[src/rtl/core/dotq_pkg.sv]
// dotq_pkg: shared constants, types and helpers of the deadline ordered timer queue
// depends on nothing; imported by every module of the block
`timescale 1ns / 1ps
`default_nettype none

package dotq_pkg;

  localparam int QUEUE_DEPTH = 16;
  localparam int IDX_W       = $clog2(QUEUE_DEPTH);
  localparam int CNT_W       = $clog2(QUEUE_DEPTH + 1);
  localparam int HANDLE_W    = 4;
  localparam int TIME_W      = 32;
  localparam int TAG_W       = 16;
  localparam int LEAD_W      = 16;
  // wide enough for deadline - now - lead without overflow
  localparam int DIFF_W      = TIME_W + 3;

  localparam logic [TIME_W-1:0] END_OF_TIME = 32'h7fff_ffff;
  localparam logic [LEAD_W-1:0] LEAD_RESET  = 16'd156;

  localparam logic [1:0] ACT_ENQUEUE = 2'd0;
  localparam logic [1:0] ACT_CANCEL  = 2'd1;
  localparam logic [1:0] ACT_POLL    = 2'd2;
  localparam logic [1:0] ACT_PEEK    = 2'd3;

  localparam logic [1:0] ST_OK        = 2'd0;
  localparam logic [1:0] ST_FULL      = 2'd1;
  localparam logic [1:0] ST_NOT_FOUND = 2'd2;

  // update request from the sequencer to the ordered store
  typedef struct packed {
    logic                     ins;
    logic                     rem;
    logic [IDX_W-1:0]         pos;
    logic signed [TIME_W-1:0] dl;
    logic [TAG_W-1:0]         tag;
  } st_cmd_t;

  // store status seen by the sequencer
  typedef struct packed {
    logic [CNT_W-1:0]         count;
    logic [QUEUE_DEPTH-1:0]   busy;
    logic                     full;
    logic [IDX_W-1:0]         free_slot;
    logic signed [TIME_W-1:0] pos_dl;
    logic [IDX_W-1:0]         pos_slot;
    logic signed [TIME_W-1:0] head_dl;
    logic [TAG_W-1:0]         head_tag;
  } st_info_t;

  // saturate a wide difference to the signed 32-bit range
  function automatic logic [TIME_W-1:0] sat32(input logic signed [DIFF_W-1:0] v);
    logic all_same;
    all_same = (&v[DIFF_W-1:TIME_W-1]) | ~(|v[DIFF_W-1:TIME_W-1]);
    if (all_same) begin
      sat32 = v[TIME_W-1:0];
    end else if (v[DIFF_W-1]) begin
      sat32 = 32'h8000_0000;
    end else begin
      sat32 = 32'h7fff_ffff;
    end
  endfunction

endpackage

`default_nettype wire

[src/rtl/core/dotq_alu.sv]
// dotq_alu: the one shared subtractor of the queue, with sign flags
// depends on dotq_pkg
`timescale 1ns / 1ps
`default_nettype none

module dotq_alu import dotq_pkg::*; (
  input  logic signed [DIFF_W-1:0] a_i,
  input  logic signed [DIFF_W-1:0] b_i,
  output logic signed [DIFF_W-1:0] diff_o,
  output logic                     gt_zero_o,
  output logic                     neg_o
);

  assign diff_o    = a_i - b_i;
  assign neg_o     = diff_o[DIFF_W-1];
  assign gt_zero_o = ~diff_o[DIFF_W-1] & (|diff_o);

endmodule

`default_nettype wire

[src/rtl/core/dotq_store.sv]
// dotq_store: deadline ordered entry list with slot busy bits and pending count
// depends on dotq_pkg; driven by the sequencer in the top level
`timescale 1ns / 1ps
`default_nettype none

module dotq_store import dotq_pkg::*; (
  input  logic     clk_i,
  input  logic     rst_ni,
  input  st_cmd_t  cmd_i,
  output st_info_t info_o
);

  logic signed [TIME_W-1:0] ord_dl_q   [QUEUE_DEPTH];
  logic [TAG_W-1:0]         ord_tag_q  [QUEUE_DEPTH];
  logic [IDX_W-1:0]         ord_slot_q [QUEUE_DEPTH];
  logic [QUEUE_DEPTH-1:0]   busy_q, busy_d;
  logic [CNT_W-1:0]         count_q, count_d;
  logic [IDX_W-1:0]         free_slot;
  logic                     has_free;

  // lowest free slot
  always_comb begin
    free_slot = '0;
    has_free  = 1'b0;
    for (int i = QUEUE_DEPTH - 1; i >= 0; i--) begin
      if (!busy_q[i]) begin
        free_slot = IDX_W'(i);
        has_free  = 1'b1;
      end
    end
  end

  // positions shift up on insert and down on remove
  for (genvar g = 0; g < QUEUE_DEPTH; g++) begin : g_ent
    localparam int PREV = (g > 0) ? g - 1 : 0;
    localparam int NEXT = (g < QUEUE_DEPTH - 1) ? g + 1 : g;
    always_ff @(posedge clk_i) begin
      if (cmd_i.ins && (IDX_W'(g) == cmd_i.pos)) begin
        ord_dl_q[g]   <= cmd_i.dl;
        ord_tag_q[g]  <= cmd_i.tag;
        ord_slot_q[g] <= free_slot;
      end else if (cmd_i.ins && (IDX_W'(g) > cmd_i.pos)) begin
        ord_dl_q[g]   <= ord_dl_q[PREV];
        ord_tag_q[g]  <= ord_tag_q[PREV];
        ord_slot_q[g] <= ord_slot_q[PREV];
      end else if (cmd_i.rem && (IDX_W'(g) >= cmd_i.pos)) begin
        ord_dl_q[g]   <= ord_dl_q[NEXT];
        ord_tag_q[g]  <= ord_tag_q[NEXT];
        ord_slot_q[g] <= ord_slot_q[NEXT];
      end
    end
  end

  always_comb begin
    busy_d  = busy_q;
    count_d = count_q;
    if (cmd_i.ins) begin
      busy_d[free_slot] = 1'b1;
      count_d           = count_q + CNT_W'(1);
    end else if (cmd_i.rem) begin
      busy_d[ord_slot_q[cmd_i.pos]] = 1'b0;
      count_d                       = count_q - CNT_W'(1);
    end
  end

  always_ff @(posedge clk_i or negedge rst_ni) begin
    if (!rst_ni) begin
      busy_q  <= '0;
      count_q <= '0;
    end else begin
      busy_q  <= busy_d;
      count_q <= count_d;
    end
  end

  assign info_o.count     = count_q;
  assign info_o.busy      = busy_q;
  assign info_o.full      = (count_q == CNT_W'(QUEUE_DEPTH)) | ~has_free;
  assign info_o.free_slot = free_slot;
  assign info_o.pos_dl    = ord_dl_q[cmd_i.pos];
  assign info_o.pos_slot  = ord_slot_q[cmd_i.pos];
  assign info_o.head_dl   = ord_dl_q[0];
  assign info_o.head_tag  = ord_tag_q[0];

endmodule

`default_nettype wire

[src/rtl/core/deadline_ordered_timer_queue_top.sv]
// deadline_ordered_timer_queue_top: sequencer, result register and config register
// depends on dotq_pkg, dotq_alu and dotq_store
`timescale 1ns / 1ps
`default_nettype none

// Sorted timer event queue holding up to 16 events (deadline, tag), kept in
// deadline order, with a new event placed ahead of equal deadlines. One item
// carries an action: enqueue (returns the slot handle, or full status),
// cancel by handle (or not-found status), poll (fires the head event when it
// is due within lead_window and then reports the wait to the new head less
// the window, clamped at zero, else the wait to the head) or peek (head
// deadline minus current time). An empty queue reports a wait of 0x7fffffff.
// Items are taken one at a time: in_stall_o stays high from acceptance until
// the result has been moved into the output register, which may still be
// waiting to be taken. Enqueue and cancel walk the order list one position
// per cycle; poll subtracts current time from the head deadline, then the
// window, and repeats this for the new head when it fires and events remain;
// peek subtracts once, all differences going through one shared 35-bit
// subtractor. Poll or peek of an empty queue, enqueue into a full one and
// cancel of an unknown handle go straight to the result. Any item takes
// longer while a result waits in a stalled output register. lead_window may
// be written through cfg_we_i only while the block is idle.

module deadline_ordered_timer_queue_top import dotq_pkg::*; (
  input  logic                     clk_i,
  input  logic                     rst_ni,
  // configuration
  input  logic                     cfg_we_i,
  input  logic [LEAD_W-1:0]        cfg_wdata_i,
  // input item
  input  logic                     in_valid_i,
  output logic                     in_stall_o,
  input  logic [1:0]               action_i,
  input  logic signed [TIME_W-1:0] deadline_i,
  input  logic [TAG_W-1:0]         event_tag_i,
  input  logic [HANDLE_W-1:0]      cancel_handle_i,
  input  logic signed [TIME_W-1:0] current_time_i,
  // result item
  output logic                     out_valid_o,
  input  logic                     out_stall_i,
  output logic [1:0]               status_o,
  output logic [HANDLE_W-1:0]      slot_handle_o,
  output logic                     fired_o,
  output logic [TAG_W-1:0]         fired_tag_o,
  output logic signed [TIME_W-1:0] wait_time_o
);

  // sequencer states
  localparam logic [3:0] S_IDLE      = 4'd0;
  localparam logic [3:0] S_ENQ_SCAN  = 4'd1;
  localparam logic [3:0] S_CAN_SCAN  = 4'd2;
  localparam logic [3:0] S_POLL_DIFF = 4'd3;
  localparam logic [3:0] S_POLL_CHK  = 4'd4;
  localparam logic [3:0] S_NEXT_DIFF = 4'd5;
  localparam logic [3:0] S_NEXT_CHK  = 4'd6;
  localparam logic [3:0] S_PEEK_DIFF = 4'd7;
  localparam logic [3:0] S_DONE      = 4'd8;

  logic [3:0]               state_q, state_d;
  logic [LEAD_W-1:0]        lead_q;
  logic [CNT_W-1:0]         pos_q, pos_d;

  // latched item fields
  logic signed [TIME_W-1:0] dl_q, dl_d;
  logic [TAG_W-1:0]         tag_q, tag_d;
  logic [HANDLE_W-1:0]      handle_q, handle_d;
  logic signed [TIME_W-1:0] now_q, now_d;

  // partial difference between the two subtractor passes
  logic signed [DIFF_W-1:0] w_q, w_d;

  // result being built
  logic [1:0]               res_status_q, res_status_d;
  logic [HANDLE_W-1:0]      res_slot_q, res_slot_d;
  logic                     res_fired_q, res_fired_d;
  logic [TAG_W-1:0]         res_tag_q, res_tag_d;
  logic [TIME_W-1:0]        res_wait_q, res_wait_d;

  // output register
  logic                     out_valid_q, out_valid_d;
  logic [1:0]               out_status_q;
  logic [HANDLE_W-1:0]      out_slot_q;
  logic                     out_fired_q;
  logic [TAG_W-1:0]         out_tag_q;
  logic [TIME_W-1:0]        out_wait_q;
  logic                     out_load;

  st_cmd_t                  cmd;
  st_info_t                 info;

  logic signed [DIFF_W-1:0] alu_a, alu_b, alu_diff;
  logic                     alu_gt, alu_neg;
  logic signed [DIFF_W-1:0] lead_ext;
  logic                     accept;
  logic                     handle_ok;

  dotq_store u_store (
    .clk_i  (clk_i),
    .rst_ni (rst_ni),
    .cmd_i  (cmd),
    .info_o (info)
  );

  dotq_alu u_alu (
    .a_i       (alu_a),
    .b_i       (alu_b),
    .diff_o    (alu_diff),
    .gt_zero_o (alu_gt),
    .neg_o     (alu_neg)
  );

  assign accept    = in_valid_i & ~in_stall_o;
  assign in_stall_o = (state_q != S_IDLE);
  assign lead_ext  = signed'({{(DIFF_W - LEAD_W){1'b0}}, lead_q});
  // handle must name an existing slot that is pending
  assign handle_ok = (32'(cancel_handle_i) < QUEUE_DEPTH) &&
                     info.busy[IDX_W'(cancel_handle_i)];
  assign out_load  = (state_q == S_DONE) & (~out_valid_q | ~out_stall_i);

  always_comb begin
    state_d      = state_q;
    pos_d        = pos_q;
    dl_d         = dl_q;
    tag_d        = tag_q;
    handle_d     = handle_q;
    now_d        = now_q;
    w_d          = w_q;
    res_status_d = res_status_q;
    res_slot_d   = res_slot_q;
    res_fired_d  = res_fired_q;
    res_tag_d    = res_tag_q;
    res_wait_d   = res_wait_q;
    cmd          = '0;
    cmd.pos      = pos_q[IDX_W-1:0];
    cmd.dl       = dl_q;
    cmd.tag      = tag_q;
    alu_a        = DIFF_W'(info.head_dl);
    alu_b        = DIFF_W'(now_q);

    case (state_q)
      S_IDLE: begin
        if (accept) begin
          dl_d         = deadline_i;
          tag_d        = event_tag_i;
          handle_d     = cancel_handle_i;
          now_d        = current_time_i;
          pos_d        = '0;
          res_status_d = ST_OK;
          res_slot_d   = '0;
          res_fired_d  = 1'b0;
          res_tag_d    = '0;
          res_wait_d   = '0;
          case (action_i)
            ACT_ENQUEUE: begin
              if (info.full) begin
                res_status_d = ST_FULL;
                state_d      = S_DONE;
              end else begin
                state_d = S_ENQ_SCAN;
              end
            end
            ACT_CANCEL: begin
              if (!handle_ok) begin
                res_status_d = ST_NOT_FOUND;
                state_d      = S_DONE;
              end else begin
                state_d = S_CAN_SCAN;
              end
            end
            ACT_POLL: begin
              if (info.count == '0) begin
                res_wait_d = END_OF_TIME;
                state_d    = S_DONE;
              end else begin
                state_d = S_POLL_DIFF;
              end
            end
            default: begin
              if (info.count == '0) begin
                res_wait_d = END_OF_TIME;
                state_d    = S_DONE;
              end else begin
                state_d = S_PEEK_DIFF;
              end
            end
          endcase
        end
      end

      // walk until the new deadline is no later than the entry at pos, or the list ends
      S_ENQ_SCAN: begin
        alu_a = DIFF_W'(dl_q);
        alu_b = DIFF_W'(info.pos_dl);
        if ((pos_q == info.count) || !alu_gt) begin
          cmd.ins    = 1'b1;
          res_slot_d = HANDLE_W'(info.free_slot);
          state_d    = S_DONE;
        end else begin
          pos_d = pos_q + CNT_W'(1);
        end
      end

      // the slot is pending, so it is found before the end of the list
      S_CAN_SCAN: begin
        if (info.pos_slot == IDX_W'(handle_q)) begin
          cmd.rem = 1'b1;
          state_d = S_DONE;
        end else begin
          pos_d = pos_q + CNT_W'(1);
        end
      end

      S_POLL_DIFF: begin
        w_d     = alu_diff;
        state_d = S_POLL_CHK;
      end

      S_POLL_CHK: begin
        alu_a = w_q;
        alu_b = lead_ext;
        if (alu_gt) begin
          // not yet due
          res_wait_d = sat32(w_q);
          state_d    = S_DONE;
        end else begin
          cmd.rem     = 1'b1;
          cmd.pos     = '0;
          res_fired_d = 1'b1;
          res_tag_d   = info.head_tag;
          if (info.count == CNT_W'(1)) begin
            res_wait_d = END_OF_TIME;
            state_d    = S_DONE;
          end else begin
            state_d = S_NEXT_DIFF;
          end
        end
      end

      S_NEXT_DIFF: begin
        w_d     = alu_diff;
        state_d = S_NEXT_CHK;
      end

      // wait to the new head less the window, clamped at zero
      S_NEXT_CHK: begin
        alu_a      = w_q;
        alu_b      = lead_ext;
        res_wait_d = alu_neg ? '0 : sat32(alu_diff);
        state_d    = S_DONE;
      end

      S_PEEK_DIFF: begin
        res_wait_d = sat32(alu_diff);
        state_d    = S_DONE;
      end

      S_DONE: begin
        if (out_load) begin
          state_d = S_IDLE;
        end
      end

      default: begin
        state_d = S_IDLE;
      end
    endcase
  end

  always_comb begin
    out_valid_d = out_valid_q;
    if (out_load) begin
      out_valid_d = 1'b1;
    end else if (!out_stall_i) begin
      out_valid_d = 1'b0;
    end
  end

  always_ff @(posedge clk_i or negedge rst_ni) begin
    if (!rst_ni) begin
      state_q     <= S_IDLE;
      out_valid_q <= 1'b0;
      lead_q      <= LEAD_RESET;
    end else begin
      state_q     <= state_d;
      out_valid_q <= out_valid_d;
      if (cfg_we_i) begin
        lead_q <= cfg_wdata_i;
      end
    end
  end

  always_ff @(posedge clk_i) begin
    pos_q        <= pos_d;
    dl_q         <= dl_d;
    tag_q        <= tag_d;
    handle_q     <= handle_d;
    now_q        <= now_d;
    w_q          <= w_d;
    res_status_q <= res_status_d;
    res_slot_q   <= res_slot_d;
    res_fired_q  <= res_fired_d;
    res_tag_q    <= res_tag_d;
    res_wait_q   <= res_wait_d;
    if (out_load) begin
      out_status_q <= res_status_q;
      out_slot_q   <= res_slot_q;
      out_fired_q  <= res_fired_q;
      out_tag_q    <= res_tag_q;
      out_wait_q   <= res_wait_q;
    end
  end

  assign out_valid_o   = out_valid_q;
  assign status_o      = out_status_q;
  assign slot_handle_o = out_slot_q;
  assign fired_o       = out_fired_q;
  assign fired_tag_o   = out_tag_q;
  assign wait_time_o   = signed'(out_wait_q);

endmodule

`default_nettype wire
[config.mk]
export PLATFORM = sky130hd
export DESIGN_NAME = deadline_ordered_timer_queue_top
export DESIGN_NICKNAME = d
export VERILOG_FILES = /design/src/rtl/core/dotq_pkg.sv /design/src/rtl/core/dotq_alu.sv /design/src/rtl/core/dotq_store.sv /design/src/rtl/core/deadline_ordered_timer_queue_top.sv
export SDC_FILE = /design/constraint.sdc
export NUM_CORES = 2
export LEC_CHECK = 0
export ABC_AREA = 1
export ABC_CLOCK_PERIOD_IN_PS = 12500
export BUFFER_PORTS_ARGS = -buffer_cell sky130_fd_sc_hd__buf_2
export CAP_MARGIN = 25
export CELL_PAD_IN_SITES_DETAIL_PLACEMENT = 0
export CELL_PAD_IN_SITES_GLOBAL_PLACEMENT = 1
export CORE_MARGIN = 8
export CORE_UTILIZATION = 40
export CTS_BUF_LIST = sky130_fd_sc_hd__clkbuf_8
export DETAILED_ROUTE_END_ITERATION = 16
export PLACE_DENSITY_LB_ADDON = 0.1
export SYNTH_ARGS = -nofsm -noshare
export SYNTH_HDL_FRONTEND = slang
export SYNTH_SLANG_ARGS = --single-unit
[constraint.sdc]
create_clock -name clk_i -period 12.5 [get_ports clk_i]
set_input_delay 0.625 -clock clk_i [delete_from_list [all_inputs] [get_ports clk_i]]
set_output_delay 0.625 -clock clk_i [all_outputs]
set_load 0.01 [all_outputs]
After elaboration in Yosys (flattened, before gate mapping)
Memory sizes are Yosys's and may differ from the RTL's.
Index checks and enable logic that the tools add are counted.

storage, ports and cells
  memories = 3
  output and inout bits = 57
  input port bits = 107
  memory bits (writable) = 832
  word-level logic and storage cells = 625
  flip-flop bits (word level) = 276

memory list
  name                depth  width  read ports  clocked after Yosys merged registers in  write ports  line              source
  u_store.ord_dl_q    16     32     17          0                                        16           dotq_store.sv:13  logic signed [TIME_W-1:0] ord_dl_q [QUEUE_DEPTH];
  u_store.ord_tag_q   16     16     16          0                                        16           dotq_store.sv:14  logic [TAG_W-1:0] ord_tag_q [QUEUE_DEPTH];
  u_store.ord_slot_q  16     4      17          0                                        16           dotq_store.sv:15  logic [IDX_W-1:0] ord_slot_q [QUEUE_DEPTH];

cells by class
  order comparisons = 37
  muxes and demuxes = 332
  bitwise gates (word level) = 113
  eq/ne operators = 38
  $add $sub $neg = 4
  reduce and logical (&&, ||, !) cells = 77

operator list
  operator                                              count
  two-way mux 32 bit                                    41
  two-way mux 16 bit                                    36
  two-way mux 4 bit                                     61
  two-way mux 1 bit                                     171
  case mux 35 bit (2 select lines)                      2
  case mux 32 bit (4 select lines)                      1
  bitwise OR 1 bit                                      100
  two-way mux 31 bit                                    2
  logical AND 1 bit                                     50
  OR reduction 35 bit                                   1
  subtractor 35 bit                                     1
  equality test 4 bit (first input constant)            8
  >= comparator 4 bit (first input constant)            8
  > comparator 4 bit (first input constant)             8
  case mux 16 bit (2 select lines)                      1
  case mux 4 bit (8 select lines)                       1
  two-way mux 5 bit                                     6
  AND 16 bit                                            1
  equality test 3 x 4 -> 1 bit (first input constant)   4
  equality test 4 x 3 -> 1 bit (second input constant)  4
  >= comparator 3 x 4 -> 1 bit (first input constant)   4
  > comparator 3 x 4 -> 1 bit (first input constant)    4
  inverter 16 bit                                       1
  bitwise OR 16 bit                                     1
  45 further kinds                                      84

Hierarchy
A second synthesis with hierarchy kept.

second synthesis, totals
  cell total of the unflattened synthesis = 7096
  area, all modules = 61054.8 sq um

modules (own cells, without submodules)
  module                            sequential area each (sq um)  cells an instance  instances  area an instance (sq um)
  dotq_store                        25509.5                       5536               1          47170.2
  deadline_ordered_timer_queue_top  7557.2                        899                1          10826.6
  dotq_alu                          0.0                           661                1          3057.9

Least setup slack after synthesis
No wires, ideal clock.

  kind = reg-to-reg
  from = register state_q[3]
  to = memory u_store.ord_dl_q[8][0], enable pin
  setup slack = 3.222 ns
  stages on the path, launching flop included = 52
  required time = 12.024 ns
  library setup time = 0.476 ns
  clock period less this slack = 9.278 ns
  buffers on the path = 7
  data arrival time = 8.802 ns
  cell sequence = dfrtp_1 -> inv_1 -> nand2_1 -> nor2_2 -> nor2_1 -> buf_2 -> clkbuf_1 -> a21oi_1 -> ha_1 -> nand3_1 -> nor2_1 -> nand3_1 -> nor2_1 -> nand3_1 -> nor2_1 -> nand2_1 -> nor2_1 -> nand2_1 -> [... 16 more ...] -> inv_1 -> fa_1 -> nand2_1 -> nand2_1 -> nand3_1 -> nand2_1 -> nand2_1 -> nand2_1 -> nand2_1 -> nand2_1 -> a21oi_1 -> nand3_1 -> nand2_1 -> inv_2 -> nand3_2 -> nand2_1 -> clkbuf_1 -> o211ai_1

RTL lines
  element                 line                                     source
  start, declared         deadline_ordered_timer_queue_top.sv:59   logic [3:0] state_q, state_d;
  start signal, assigned  deadline_ordered_timer_queue_top.sv:284  state_q <= state_d;
  end, declared           dotq_store.sv:13

==> tab_implementation.tex <==
\begin{tabular}{lr}
\hline
Metric & Value \\
\hline
\multicolumn{2}{l}{\textbf{Clock tree}} \\
Clock Sinks & 1108 \\
\# H-tree levels & 4 \\
Cell chosen for the clock root & clkbuf\_8 \\
Setup fix buffers added after clock tree synthesis & 0 \\
Clock slew seen by the registers of the worst setup and hold paths & 0.06 ns \\
Clock Tree Buf Depth & 3 \\
CTS buffer count & 210 \\
Clock tree from TritonCTS & built \\
Insertion delay to the later sink of the worst-skew pair & 1.01 ns \\
\multicolumn{2}{l}{\textbf{Min path}} \\
Number of instances on the worst hold path & 3 \\
Hold-critical path endpoint & handle\_q[3]\$\_DFFE\_PP\_ \\
Worst hold path startpoint & in\_valid\_i \\
Worst Hold Class & in -> reg \\
\multicolumn{2}{l}{\textbf{Timing}} \\
Transition time at the pin with the least slew margin & 1.15 ns \\
Final setup violation count & 0 \\
RSZ-0062 raised after global routing & yes \\
Final Cycle Share & 95.9\% \\
Number of pins with negative max-slew slack in the final report & 0 \\
Hold Violations, Final & 0 \\
Maximum frequency from static timing analysis & between 80 and 90 MHz \\
Post-route clock skew & around 0.063 ns \\
Worst hold slack & 0.119 ns \\
Max\_slew headroom & 23.0\% \\
Post-layout min period & 11.99 ns \\
\multicolumn{2}{l}{\textbf{Route}} \\
Length of routed met2 wiring & 124 mm \\
Via count normalized by instance count & around 5.9 \\
Average wire length per cell after detail routing & between 20 and 30 um \\
Initial drt markers & around 9000 \\
Metal3 WL & 35.6 mm \\
Number of nets still failing antenna checks after routing & 0 \\
DR pass1 iterations & 7 \\
Met1 WL & 127 mm \\
Wire length after detailed routing & 294 mm \\
Total number of vias & $\sim$65000 \\
Top routing layer used & met5 \\
Final routed DRC violation total & 0 \\
\multicolumn{2}{l}{\textbf{Critical path}} \\
Highest net fanout along the worst path & 83 \\
Worst r2r dst & u\_store.ord\_tag\_q[8][3]\$\_DFFE\_PP\_ \\
Stage delay of the slowest cell on the critical path & 0.67 ns \\
Data arrival time at the worst-slack endpoint & 12.60 ns \\
Required time worst endpoint & between 10 and 15 ns \\
Reg2Reg Launch Point & state\_q[0]\$\_DFFE\_PN0P\_ \\
Crit path top cell by count & nand2\_1 \\
Type of the worst setup path & reg -> reg \\
Slack of the worst reg-to-reg path & 0.51 ns \\
Cell count of the worst reg-to-reg path & 54 \\
Type of element launching the critical path & flip-flop \\
Critical path's slowest cell & a41oi\_1 \\
CP Capture Type & flip-flop \\
\multicolumn{2}{l}{\textbf{Synth}} \\
Async set-reset flop share out of synthesis & between 3 and 4\% \\
Mean area per synthesized cell & 7.85 um\^{}2 \\
Share of the synthesized area in the top cell type & a little under half \\
Distinct cell type count of the synthesized netlist & 50 \\
Most common library cells after synthesis & nand2\_1, nand3\_1, edfxtp\_1 \\
Synth warnings & 9 \\
Post-synth EDFFs & 1066 \\
Synth Cell Area & 0.0673 mm\^{}2 \\
Ys flop type & edfxtp\_1 \\
Cell taking the most area after synthesis & edfxtp\_1 \\
Sequential element share of the synthesized area & between 40\% and 50\% \\
Nets in the synthesized netlist & around 8700 \\
Cell count after synthesis & 8570 \\
Seq cells post-synth & 1108 \\
Synth area leaders & edfxtp\_1, nand2\_1, nand3\_1, nand4\_1, inv\_1 \\
Most repeated cell in the gate-level netlist after synthesis & nand2\_1 \\
\multicolumn{2}{l}{\textbf{Placed design}} \\
Placer congestion estimate & 0.932 \\
Post-Place Cell Area & between 0.06 and 0.07 mm\^{}2 \\
Quantity of I/O buffers inserted on ports & around 160 \\
DP Wirelength & 186 mm \\
\multicolumn{2}{l}{\textbf{Global route}} \\
Grt ovf & 0 \\
Initial antenna violation count & 14 \\
Maximum number of pins on one net before global-route repair & 193 \\
Via count of the first global-routing pass & 60600 \\
Overall Global Routing Usage & 31.2\% \\
Global-route wire length before repair & 427 mm \\
\multicolumn{2}{l}{\textbf{Die}} \\
Floorplan die height & 426 um \\
Die footprint & 0.182 mm\^{}2 \\
Effective utilization at floorplan & 40.2\% \\
Horizontal die dimension & 426 um \\
Io pins & 164 \\
Std-Cell Rows & 150 \\
Placeable core region & 0.167 mm\^{}2 \\
\multicolumn{2}{l}{\textbf{Run}} \\
Max-capacitance violation count & 0 \\
\multicolumn{2}{l}{\textbf{Finish}} \\
Design area & 0.0748 mm\^{}2 \\
Area growth from synthesis to final layout & 11.1\% \\
Fillers & 16900 \\
Final net count & 8649 \\
Proportion of layout cells with a drive suffix above 1 & under 10\% \\
\multicolumn{2}{l}{\textbf{Pwr}} \\
Power density relative to cell area & 301 mW/mm\^{}2 \\
Largest vdd supply drop & 0.571 mV \\
Leakage & 33.2 nW \\
\multicolumn{2}{l}{\textbf{Run status}} \\
Run status & finished clean \\
\hline
\end{tabular}
==> flip-flops by register name (all words and copies together), names as in the netlist, 5 cells and up <==
register and count:
u_store.count_q 5, fired_tag_o 16, dl_q 32, lead_q 16, u_store.busy_q 16, tag_q 16, u_store.ord_tag_q 256, res_tag_q 16
pos_q 5, u_store.ord_dl_q 512, w_q 35, u_store.ord_slot_q 64, wait_time_o 32, now_q 32, res_wait_q 32
==> power breakdown <==
part	internal (W)	switching (W)	leakage (nW)	total, W
Sequential	0.00606	0.000711	10.3	0.00677
Clock	0.00174	0.00171	2.21	0.00345
Combinational	0.00272	0.00959	20.7	0.0123
==> worst max-delay path, delay by kind of cell, from the launching register on <==
kind	cells	cell delay, ns
buffers and inverters	15	3.61
adders and majority gates	2	0.90
DFF	1	0.42
and+or+nand+nor	31	4.81
AOI/OAI and AO/OA	6	1.63
==> per-stage QoR <==
step           power, W  setup TNS [ns]  std cells  utilization (%)  worst slack [ns]
6_report         0.0225               0      10900             44.7             0.514
5_1_grt          0.0237         -0.0842      10900             44.7           -0.0146
4_1_cts          0.0234               0      10900             44.7              2.49
3_5_place_dp     0.0199               0      10400             41.8              2.52
3_3_place_gp     0.0197               0      10400             41.7              2.08
2_1_floorplan    0.0149               0       8570                -              3.22
==> cell families after synthesis <==
logic type               Yosys count  synth area share, %
AO/OA/AOI/OAI                    802                 7.15
XOR/XNOR                          14                0.182
adder cells (fa/ha/maj)           40                0.755
buffers and inverters           1752                 10.2
flip-flops                      1108                 49.1
multiplexers                      15                0.251
AND/OR/NAND/NOR                 4839                 32.4
==> routing by layer <==
| layer | vias up | track usage [%] |
|---|---|---|
| met5 | - | 0 |
| met3 | 509 | 9.11 |
| met2 | 3776 | 45.2 |
| li1 | 29200 | - |
| met1 | 31100 | 45.1 |
| met4 | 2 | 8.72 |
==> layout by cell type (no fill, tap or decap), types with 16 or more instances in the layout <==
master         count
nand2_1         2578
nand3_1         1328
inv_1           1085
edfxtp_1        1066
nand4_1          689
o21ai_0          327
clkbuf_8         222
a21oi_1          219
buf_2            163
buf_4            142
nor2_1           130
o221ai_1         103
dlygate4sd3_1    103
o211ai_1          77
ha_1              39
dfrtp_1           38
clkinv_1          36
a41oi_1           29
nand2_4           22
inv_2             20
nor3_1            19
clkinv_2          17
buf_12            16
==> how the worst max path moves through the flow <==
stage | start | to | slack [ns]
6_report | state_q[0]$_DFFE_PN0P_ | u_store.ord_tag_q[8][3]$_DFFE_PP_ | 0.51
5_1_grt | state_q[0]$_DFFE_PN0P_ | u_store.ord_dl_q[8][24]$_DFFE_PP_ | -0.01
4_1_cts | state_q[0]$_DFFE_PN0P_ | u_store.ord_dl_q[7][2]$_DFFE_PP_ | 2.49
3_5_place_dp | state_q[0]$_DFFE_PN0P_ | u_store.ord_slot_q[7][1]$_DFFE_PP_ | 2.52
3_3_place_gp | state_q[0]$_DFFE_PN0P_ | u_store.ord_tag_q[7][15]$_DFFE_PP_ | 2.08
2_1_floorplan | state_q[3]$_DFFE_PN0P_ | u_store.ord_dl_q[8][0]$_DFFE_PP_ | 3.22
==> what timing repair did <==
| action | in CTS | in global routing |
|---|---|---|
| gates resized for setup | 0 | 6 |
| setup endpoints to repair | 0 | 1036 |
| hold buffers | 103 | 0 |
| hold endpoints to repair | 140 | 0 |
==> area by class of cell <==
| cell class | count | area [um^2] | area share [%] |
|---|---|---|---|
| diodes | 10 | 25.0 | 0.0335 |
| flip-flops and latches | 1108 | 33100 | 44.2 |
| well taps | 2204 | 2760 | 3.69 |
| clock inverters | 138 | 742 | 0.992 |
| multi-input cells | 5710 | 27800 | 37.1 |
| inverters | 1036 | 3900 | 5.22 |
| repair buffers | 436 | 3470 | 4.64 |
| clock buffers | 222 | 3060 | 4.09 |
No activity file was read; power rests on OpenSTA's default activity.
